[config.mk]
export PLATFORM = sky130hd
export DESIGN_NAME = jpeg_block_coefficient_decoder_core
export DESIGN_NICKNAME = d
export VERILOG_FILES = /design/src/hw/rtl/jbcd_pkg.sv /design/src/hw/rtl/jbcd_ram.sv /design/src/hw/rtl/jbcd_ctrl.sv /design/src/hw/rtl/jbcd_datapath.sv /design/src/hw/rtl/jpeg_block_coefficient_decoder_core.sv
export SDC_FILE = /design/constraint.sdc
export NUM_CORES = 2
export LEC_CHECK = 0
export ABC_CLOCK_PERIOD_IN_PS = 15350
export BUFFER_PORTS_ARGS = -buffer_cell sky130_fd_sc_hd__clkbuf_2
export CAP_MARGIN = 30
export CORE_ASPECT_RATIO = 2
export CORE_MARGIN = 8
export CORE_UTILIZATION = 60
export CTS_CLUSTER_SIZE = 8
export DETAILED_ROUTE_END_ITERATION = 10
export PLACE_DENSITY = 0.77
export SLEW_MARGIN = 0
export SYNTH_ARGS = -nofsm -noshare
export SYNTH_HDL_FRONTEND = slang
export SYNTH_SLANG_ARGS = --single-unit
[constraint.sdc]
create_clock -name clk -period 15.35 [get_ports clk]
set_clock_uncertainty 0.15 [all_clocks]
set_input_delay 3.07 -clock clk [delete_from_list [all_inputs] [get_ports clk]]
set_output_delay 3.07 -clock clk [all_outputs]
set_load 0.05 [all_outputs]
[src/hw/rtl/jbcd_pkg.sv]
// shared types, constants and functions of the jpeg block coefficient decoder
`default_nettype none

package jbcd_pkg;

	localparam int unsigned JBCD_COMPONENTS = 4;
	localparam int unsigned BLOCK_COEFFS    = 64;
	localparam int unsigned POS_W           = $clog2(BLOCK_COEFFS);
	localparam int unsigned COEF_W          = 16;
	localparam int unsigned SYM_W           = 8;
	localparam int unsigned EXTRA_W         = 15;
	localparam logic [3:0]  RUN_ZRL         = 4'hf;
	localparam logic [3:0]  DC_SIZE_MAX     = 4'd15;

	typedef enum logic [1:0] {
		ERR_NONE     = 2'd0,
		ERR_EMPTY    = 2'd1,
		ERR_OVERFLOW = 2'd2
	} err_code_t;

	// what the datapath will do with the item on its inputs
	typedef enum logic [2:0] {
		ACT_STORE,
		ACT_STORE_EMIT,
		ACT_EMIT,
		ACT_ERR_EMPTY,
		ACT_ERR_OVERFLOW
	} action_t;

	typedef struct packed {
		logic             accept;
		logic             rd_en;
		logic             rd_last;
		logic [POS_W-1:0] rd_pos;
	} jbcd_cmd_t;

	// zig-zag index holding the coefficient of each natural position
	localparam logic [POS_W-1:0] NAT_TO_ZZ [BLOCK_COEFFS] = '{
		6'd0,  6'd1,  6'd5,  6'd6,  6'd14, 6'd15, 6'd27, 6'd28,
		6'd2,  6'd4,  6'd7,  6'd13, 6'd16, 6'd26, 6'd29, 6'd42,
		6'd3,  6'd8,  6'd12, 6'd17, 6'd25, 6'd30, 6'd41, 6'd43,
		6'd9,  6'd11, 6'd18, 6'd24, 6'd31, 6'd40, 6'd44, 6'd53,
		6'd10, 6'd19, 6'd23, 6'd32, 6'd39, 6'd45, 6'd52, 6'd54,
		6'd20, 6'd22, 6'd33, 6'd38, 6'd46, 6'd51, 6'd55, 6'd60,
		6'd21, 6'd34, 6'd37, 6'd47, 6'd50, 6'd56, 6'd59, 6'd61,
		6'd35, 6'd36, 6'd48, 6'd49, 6'd57, 6'd58, 6'd62, 6'd63
	};

	// jpeg extend rule on the low size bits, 16 bit two's complement result
	function automatic logic [COEF_W-1:0] extend_bits(input logic [EXTRA_W-1:0] raw,
		input logic [3:0] size);
		logic [COEF_W-1:0] mask;
		logic [COEF_W-1:0] v;
		logic              neg;
		mask = (COEF_W'(1) << size) - COEF_W'(1);
		v    = {1'b0, raw} & mask;
		neg  = (v & (mask ^ (mask >> 1))) == '0;
		if (size == 4'd0) begin
			extend_bits = '0;
		end else if (neg) begin
			extend_bits = v - mask;
		end else begin
			extend_bits = v;
		end
	endfunction

endpackage

`default_nettype wire

[src/hw/rtl/jbcd_ram.sv]
// generic single write port ram with registered read
`default_nettype none

module jbcd_ram #(
	parameter int unsigned WIDTH = 16,
	parameter int unsigned DEPTH = 64
) (
	input  wire logic                     clk,
	input  wire logic                     we,
	input  wire logic [$clog2(DEPTH)-1:0] waddr,
	input  wire logic [WIDTH-1:0]         wdata,
	input  wire logic                     re,
	input  wire logic [$clog2(DEPTH)-1:0] raddr,
	output logic      [WIDTH-1:0]         rdata
);

	logic [WIDTH-1:0] mem_q [DEPTH];

	always_ff @(posedge clk) begin
		if (we) begin
			mem_q[waddr] <= wdata;
		end
		if (re) begin
			rdata <= mem_q[raddr];
		end
	end

endmodule

`default_nettype wire

[src/hw/rtl/jbcd_ctrl.sv]
// controller: accept handshake and the natural order read sweep
`default_nettype none

module jbcd_ctrl (
	input  wire logic                clk,
	input  wire logic                arst_n,
	input  wire logic                start,
	input  wire jbcd_pkg::action_t   action,
	output logic                     busy,
	output jbcd_pkg::jbcd_cmd_t      cmd
);

	import jbcd_pkg::*;

	typedef enum logic {
		ST_IDLE,
		ST_EMIT
	} state_t;

	state_t           state_q;
	logic [POS_W-1:0] pos_q;
	logic             rd_s1;
	logic             accept;
	logic             ends_block;

	assign busy       = (state_q == ST_EMIT) || rd_s1;
	assign accept     = start && !busy;
	assign ends_block = (action == ACT_EMIT) || (action == ACT_STORE_EMIT);

	assign cmd.accept  = accept;
	assign cmd.rd_en   = (state_q == ST_EMIT);
	assign cmd.rd_pos  = pos_q;
	assign cmd.rd_last = (pos_q == POS_W'(BLOCK_COEFFS - 1));

	always_ff @(posedge clk or negedge arst_n) begin
		if (!arst_n) begin
			state_q <= ST_IDLE;
			pos_q   <= '0;
			rd_s1   <= 1'b0;
		end else begin
			rd_s1 <= (state_q == ST_EMIT);
			unique case (state_q)
				ST_IDLE: begin
					if (accept && ends_block) begin
						state_q <= ST_EMIT;
						pos_q   <= '0;
					end
				end
				ST_EMIT: begin
					pos_q <= pos_q + POS_W'(1);
					if (cmd.rd_last) begin
						state_q <= ST_IDLE;
					end
				end
				default: state_q <= ST_IDLE;
			endcase
		end
	end

endmodule

`default_nettype wire

[src/hw/rtl/jbcd_datapath.sv]
// datapath: predictors, coefficient store, valid bits and result register
`default_nettype none

module jbcd_datapath #(
	parameter int unsigned COMPONENTS = jbcd_pkg::JBCD_COMPONENTS
) (
	input  wire logic                                clk,
	input  wire logic                                arst_n,
	input  wire jbcd_pkg::jbcd_cmd_t                 cmd,
	input  wire logic [1:0]                          component,
	input  wire logic [jbcd_pkg::SYM_W-1:0]          symbol,
	input  wire logic [jbcd_pkg::EXTRA_W-1:0]        extra_bits,
	output jbcd_pkg::action_t                        action,
	output logic                                     strobe,
	output logic signed [jbcd_pkg::COEF_W-1:0]       coefficient,
	output logic [jbcd_pkg::POS_W-1:0]               position,
	output logic                                     last_of_block,
	output logic [1:0]                               error_code
);

	import jbcd_pkg::*;

	localparam int unsigned CW = (COMPONENTS > 1) ? $clog2(COMPONENTS) : 1;

	logic [COEF_W-1:0] pred_q [COMPONENTS];
	logic [POS_W-1:0]  seq_q;
	logic [BLOCK_COEFFS-1:0] valid_q;

	logic [2:0]        comp_rem;
	logic [CW-1:0]     comp_idx;
	logic [3:0]        run;
	logic [3:0]        size;
	logic [COEF_W-1:0] ext;
	logic [COEF_W-1:0] dc_sum;
	logic [POS_W:0]    idx;
	logic              dc_phase;
	logic              we;
	logic [POS_W-1:0]  waddr;
	logic [COEF_W-1:0] wdata;
	logic [POS_W-1:0]  raddr;
	logic [COEF_W-1:0] rdata;

	logic              en_s1;
	logic              hit_s1;
	logic              last_s1;
	logic [POS_W-1:0]  pos_s1;

	err_code_t         err_q;

	// component modulo the component count, by repeated compare and subtract
	always_comb begin
		comp_rem = {1'b0, component};
		for (int k = 0; k < 3; k++) begin
			if (comp_rem >= 3'(COMPONENTS)) begin
				comp_rem = comp_rem - 3'(COMPONENTS);
			end
		end
	end

	assign comp_idx = CW'(comp_rem);
	assign run      = symbol[7:4];
	assign size     = symbol[3:0];
	assign ext      = extend_bits(extra_bits, size);
	assign dc_sum   = pred_q[comp_idx] + ext;
	assign idx      = {1'b0, seq_q} + {3'b000, run};
	assign dc_phase = (seq_q == '0);

	always_comb begin
		priority if (dc_phase) begin
			action = (symbol > SYM_W'(DC_SIZE_MAX)) ? ACT_ERR_EMPTY : ACT_STORE;
		end else if (symbol == '0) begin
			action = ACT_EMIT;
		end else if ((size == 4'd0) && (run != RUN_ZRL)) begin
			action = ACT_ERR_EMPTY;
		end else if (idx[POS_W]) begin
			action = ACT_ERR_OVERFLOW;
		end else if (idx[POS_W-1:0] == POS_W'(BLOCK_COEFFS - 1)) begin
			action = ACT_STORE_EMIT;
		end else begin
			action = ACT_STORE;
		end
	end

	assign we    = cmd.accept && ((action == ACT_STORE) || (action == ACT_STORE_EMIT));
	assign waddr = dc_phase ? '0 : idx[POS_W-1:0];
	assign wdata = dc_phase ? dc_sum : ext;
	assign raddr = NAT_TO_ZZ[cmd.rd_pos];

	jbcd_ram #(
		.WIDTH(COEF_W),
		.DEPTH(BLOCK_COEFFS)
	) u_store (
		.clk  (clk),
		.we   (we),
		.waddr(waddr),
		.wdata(wdata),
		.re   (cmd.rd_en),
		.raddr(raddr),
		.rdata(rdata)
	);

	// block state: predictors, fill position, entry valid bits
	always_ff @(posedge clk or negedge arst_n) begin
		if (!arst_n) begin
			for (int i = 0; i < COMPONENTS; i++) begin
				pred_q[i] <= '0;
			end
			seq_q   <= '0;
			valid_q <= '0;
		end else begin
			if (cmd.accept) begin
				unique case (action)
					ACT_STORE: begin
						valid_q[waddr] <= 1'b1;
						if (dc_phase) begin
							pred_q[comp_idx] <= dc_sum;
							seq_q            <= POS_W'(1);
						end else begin
							seq_q <= idx[POS_W-1:0] + POS_W'(1);
						end
					end
					ACT_STORE_EMIT: begin
						valid_q[waddr] <= 1'b1;
						seq_q          <= '0;
					end
					ACT_EMIT: begin
						seq_q <= '0;
					end
					ACT_ERR_EMPTY, ACT_ERR_OVERFLOW: begin
						valid_q <= '0;
						seq_q   <= '0;
					end
					default: seq_q <= '0;
				endcase
			end
			// store is empty again once the sweep has read its last entry
			if (cmd.rd_en && cmd.rd_last) begin
				valid_q <= '0;
			end
		end
	end

	// read stage alongside the registered ram read
	always_ff @(posedge clk or negedge arst_n) begin
		if (!arst_n) begin
			en_s1 <= 1'b0;
		end else begin
			en_s1 <= cmd.rd_en;
		end
	end

	always_ff @(posedge clk) begin
		hit_s1  <= valid_q[raddr];
		last_s1 <= cmd.rd_last;
		pos_s1  <= cmd.rd_pos;
	end

	// result register
	always_ff @(posedge clk or negedge arst_n) begin
		if (!arst_n) begin
			strobe <= 1'b0;
		end else begin
			strobe <= en_s1 || (cmd.accept &&
				((action == ACT_ERR_EMPTY) || (action == ACT_ERR_OVERFLOW)));
		end
	end

	always_ff @(posedge clk) begin
		if (cmd.accept && (action == ACT_ERR_EMPTY)) begin
			coefficient   <= '0;
			position      <= '0;
			last_of_block <= 1'b1;
			err_q         <= ERR_EMPTY;
		end else if (cmd.accept && (action == ACT_ERR_OVERFLOW)) begin
			coefficient   <= '0;
			position      <= '0;
			last_of_block <= 1'b1;
			err_q         <= ERR_OVERFLOW;
		end else if (en_s1) begin
			coefficient   <= hit_s1 ? $signed(rdata) : '0;
			position      <= pos_s1;
			last_of_block <= last_s1;
			err_q         <= ERR_NONE;
		end
	end

	assign error_code = err_q;

endmodule

`default_nettype wire

[src/hw/rtl/jpeg_block_coefficient_decoder_core.sv]
// top level of the jpeg baseline block coefficient decoder
`default_nettype none

// Rebuilds 8x8 blocks of quantized coefficients from Huffman-decoded baseline
// symbols. An item is taken at a rising edge with start high and busy low. An
// item that does not end a block leaves busy low, so such items can follow
// one per cycle. An error item puts its single result on the result ports in
// the next cycle. An item that ends a block (end of block, or the 64th
// coefficient) holds busy high for its read sweep: the 64 coefficients are
// read one a cycle in natural order through the single read port of the
// coefficient store, and busy stays high until the registered read of the last
// one is done, so the next item is taken only after that. Results come one per
// cycle, each shown for exactly one cycle with strobe high, and must be
// taken as they come: there is no way to hold them off. The store is emptied
// through per-entry valid bits, so there is no clearing pass after reset.
module jpeg_block_coefficient_decoder_core #(
	parameter int unsigned COMPONENTS = jbcd_pkg::JBCD_COMPONENTS
) (
	input  wire logic                                clk,
	input  wire logic                                arst_n,
	input  wire logic                                start,
	output logic                                     busy,
	input  wire logic [1:0]                          component,
	input  wire logic [jbcd_pkg::SYM_W-1:0]          symbol,
	input  wire logic [jbcd_pkg::EXTRA_W-1:0]        extra_bits,
	output logic                                     strobe,
	output logic signed [jbcd_pkg::COEF_W-1:0]       coefficient,
	output logic [jbcd_pkg::POS_W-1:0]               position,
	output logic                                     last_of_block,
	output logic [1:0]                               error_code
);

	import jbcd_pkg::*;

	// action decided by the datapath for the item on the inputs
	action_t   action;
	// accept and read sweep commands from the controller
	jbcd_cmd_t cmd;

	jbcd_ctrl u_ctrl (
		.clk   (clk),
		.arst_n(arst_n),
		.start (start),
		.action(action),
		.busy  (busy),
		.cmd   (cmd)
	);

	jbcd_datapath #(
		.COMPONENTS(COMPONENTS)
	) u_dp (
		.clk          (clk),
		.arst_n       (arst_n),
		.cmd          (cmd),
		.component    (component),
		.symbol       (symbol),
		.extra_bits   (extra_bits),
		.action       (action),
		.strobe       (strobe),
		.coefficient  (coefficient),
		.position     (position),
		.last_of_block(last_of_block),
		.error_code   (error_code)
	);

	// a block-ending item locks out the next item
	a_end_busy: assert property (@(posedge clk) disable iff (!arst_n)
		cmd.accept && ((action == ACT_EMIT) || (action == ACT_STORE_EMIT)) |=> busy)
		else $error("block end did not raise busy");

	// every read of the sweep turns into a result, through the registered ram read and the result register
	a_read_result: assert property (@(posedge clk) disable iff (!arst_n)
		cmd.rd_en |-> ##2 strobe)
		else $error("sweep read lost its result");

	// a good block ends exactly on the last raster position
	a_last_pos: assert property (@(posedge clk) disable iff (!arst_n)
		strobe && (error_code == ERR_NONE) |->
		(last_of_block == (position == POS_W'(BLOCK_COEFFS - 1))))
		else $error("last flag out of place");

	// an error result is a lone, zeroed, block-closing result
	a_err_form: assert property (@(posedge clk) disable iff (!arst_n)
		strobe && (error_code != ERR_NONE) |->
		last_of_block && (coefficient == '0) && (position == '0))
		else $error("malformed error result");

endmodule

`default_nettype wire
==> flow_summary_export.csv <==
group,metric,value,unit
route,antenna_left,0,
route,num_vias,34700,
layout,design_area,59300,um2
route,wire_per_inst,27.2,um
route,vias_per_cell,6.58,
floorplanning,die_w,225,um
clocking,ctsResizeCount,0,
clocking,cts_tree,"built",
clocking,clk_pin_slew,50,ps
sta,period_share,71.5,%
grt,grt_pass1_vias,34600,
job,drv_cap,0,
clocking,clock_path_buffers,3,
setup_path,worstReg2RegEnd,"u_dp.u_store.rdata[4]$_DFFE_PP_",
clocking,post_cts_buffers,0,
placement,placed_cell_area,54300,um2
clocking,cts_buffers,170,
sta,relSlewSlack,27.5,%
sta,slew_viol_final,0,
sta,finalHoldViolations,0,
route,drt-total-wl,144,mm
hold_path,whs_path_depth,2,
sta,fmax,0.0912,GHz
clocking,htreeDepth,4,
setup_path,reg2reg_depth,13,
grt,grt_max_degree,168,
sta,fin_setup_tns,0,ps
yosys,yosysWarningCount,0,
grt,track_usage,29.1,%
clocking,root_buffer,"clkbuf_16",
sta,setup_viol,0,
yosys,synth_edf_count,1040,
layout,final_cells,5268,
sta,worstMarginPinSlew,1060,ps
yosys,synth_ff_type,"edfxtp_1",
yosys,postSynth.asyncResetShare,11.8,%
setup_path,regToRegSetupSlack,8600,ps
setup_path,cp-startpoint,"symbol[3]",
floorplanning,start_util,60.3,%
setup_path,r2r_start,"u_ctrl.pos_q[1]$_DFFE_PN0P_",
yosys,ys_ff_latch,1216,
route,initialDrtViolationCount,4104,
placement,place_hpwl,82.6,mm
clocking,clkSinkCount,1216,
grt,grt_pass1_wl,210,mm
clocking,clock_latency,750,ps
setup_path,crit_path_start_kind,"primary input",
route,first_pass_iters,5,
run_status,outcome,"finished, final reports clean",
layout,fin_nets,4037,
yosys,syn_avg_cell_area,13.6,um2
setup_path,critPathMaxFanout,64,
yosys,synthCells,3851,
setup_path,critPathCaptureType,"flip-flop",
route,drcViolationCount,0,
hold_path,hold_end,"u_dp.position[5]$_SDFFE_PP0P_",
sta,rsz0062_at_grt,"no",
yosys,ys_seq_area_share,67.8,%
clocking,cts_hold_buf,0,
floorplanning,die_y,434,um
hold_path,worstHoldStart,"u_dp.pos_s1[5]$_DFF_P_",
grt,grt_antenna_before_repair,4,
setup_path,cp.arrival,11270,ps
setup_path,critPathKind,"primary input to flip-flop",
sta,period_needed,10970,ps
floorplanning,num_io_pins,55,
placement,place.gp.congestion,0.897,
floorplanning,die_area,97500,um2
yosys,ys_types,96,
floorplanning,core_area,86700,um2
placement,post-place-cells,4964,
layout,drive_gt1_share,13.2,%
hold_path,min_path_type,"flip-flop to flip-flop",
yosys,synth_area,52300,um2
yosys,synth_nets,3911,
placement,io_buffers,54,
layout,syn_to_final_growth,13.3,%
floorplanning,fp-row-count,153,
grt,grt-ovfl-total,0,
setup_path,cp.required,15650,ps
-- logic make-up after synthesis --
| family | count (synthesis) | share of synthesized area (%) |
|---|---|---|
| fa+ha+maj | 32 | 0.794 |
| mux | 368 | 7.61 |
| flops | 1216 | 67.8 |
| xor+xnor | 32 | 0.576 |
| compound gates | 726 | 10.4 |
| buf+inv | 353 | 3.13 |
| simple gates | 1124 | 9.66 |
-- synth_stat cells, drive strengths merged, types with 10 or more instances --
master,count,area share (%)
o211ai,77,1.1
a311oi,86,1.4
nand3,162,1.5
nor2b,10,0.12
mux2,80,1.7
nor3,15,0.15
xnor2,19,0.33
o22ai,42,0.50
inv,93,0.67
mux4,16,0.69
nand2b,17,0.20
o2111ai,75,1.3
clkbuf,131,0.95
o21ai,108,1.0
and3,56,0.67
buf,127,1.5
o21a,88,1.3
dfxtp,33,1.3
xor2,12,0.20
a21oi,70,0.67
a31oi,22,0.26
nor2,139,1.0
a211o,20,0.33
mux2i,272,5.2
nor3b,20,0.29
a22o,21,0.35
nand2,625,4.5
dfrtp,143,6.8
a2111oi,38,0.86
or2,11,0.13
nand4,25,0.31
a32oi,20,0.33
ha,30,0.72
edfxtp,1040,60
-- routing by layer --
layer / vias to the layer above / track usage, % / wire [um]
met4: 2 / 21.7 / 11600
met1: 17100 / 32.0 / 47300
li1: 14900 / - / -
met3: 543 / 4.99 / 11700
met2: 2073 / 50.2 / 73000
met5: - / 0 / 13
-- how the worst max path moves through the flow --
stage	end	slack, ps	depth (start not counted)
after floorplan	u_dp.u_store.mem_q[0][8]$_DFFE_PP_	3840	15
after global placement	u_dp.u_store.mem_q[32][14]$_DFFE_PP_	3770	26
after detailed placement	u_dp.u_store.mem_q[36][14]$_DFFE_PP_	3980	26
after CTS	u_dp.u_store.mem_q[27][14]$_DFFE_PP_	4740	26
after global routing	u_dp.u_store.mem_q[27][14]$_DFFE_PP_	3990	26
final	u_dp.u_store.mem_q[27][14]$_DFFE_PP_	4380	26
-- flip-flops by register name, indices dropped and copies added, names as in the netlist, 16 cells and up --
name                cells
u_dp.pred_q            64
u_dp.u_store.mem_q   1024
u_dp.u_store.rdata     16
u_dp.valid_q           64
u_dp.coefficient       16
-- worst max-delay path: stages --
cell       delay [ps]
clkbuf_2          330
nor4_4            300
buf_4             300
inv_1             210
ha_1              430
nor2_1            190
a21oi_1            80
o21ai_1           580
o22a_1            260
o2111ai_1         420
nor2_1            670
xnor2_1           280
nor2_1             90
ha_1              230
inv_1              80
fa_1              210
nor2b_1            60
o21ai_0           260
a21boi_0          180
o211ai_1          250
a21oi_1           140
a2111oi_0         940
nor2_1            190
o311ai_0          780
o2bb2ai_4         170
buf_4             490
-- stage by stage --
step	util [%]	hold WS [ps]	worst slack [ps]
after floorplan	-	204	3840
after global placement	62.4	261	3770
after detailed placement	62.6	269	3980
after CTS	68.3	281	4740
after global routing	68.4	303	3990
final	68.4	280	4380
-- placed cells by master (no fill, tap or decap), types with 22 or more instances in the layout --
cell	Yosys	layout
edfxtp_1	1040	1040
nand2_1	625	624
mux2i_1	272	271
clkbuf_16	0	171
nand3_1	162	162
dfrtp_1	143	142
buf_4	18	137
nor2_1	135	128
clkbuf_1	129	115
inv_1	91	91
o21ai_0	85	85
a311oi_1	86	85
o21a_1	88	84
o211ai_1	76	76
o2111ai_1	74	74
a21oi_1	70	69
and3_1	56	56
clkbuf_2	0	53
mux2_2	48	48
o22ai_1	42	40
dfxtp_1	33	33
mux2_1	32	32
ha_1	30	30
nand4_1	24	24
o21ai_1	23	22
a31oi_1	22	22
-- area by class of cell --
type,count,area (um2)
Clock buffer,287,4720
Clock inverter,13,208
Multi-Input combinational cell,2282,15500
Timing Repair Buffer,212,1600
Tap cell,1162,1450
Fill cell,5767,27400
Sequential cell,1216,35500
Antenna cell,1,2.50
Inverter,95,357
Power is not shown: default switching activity piles up to over one toggle a cycle in this logic, so the estimate is an artifact.
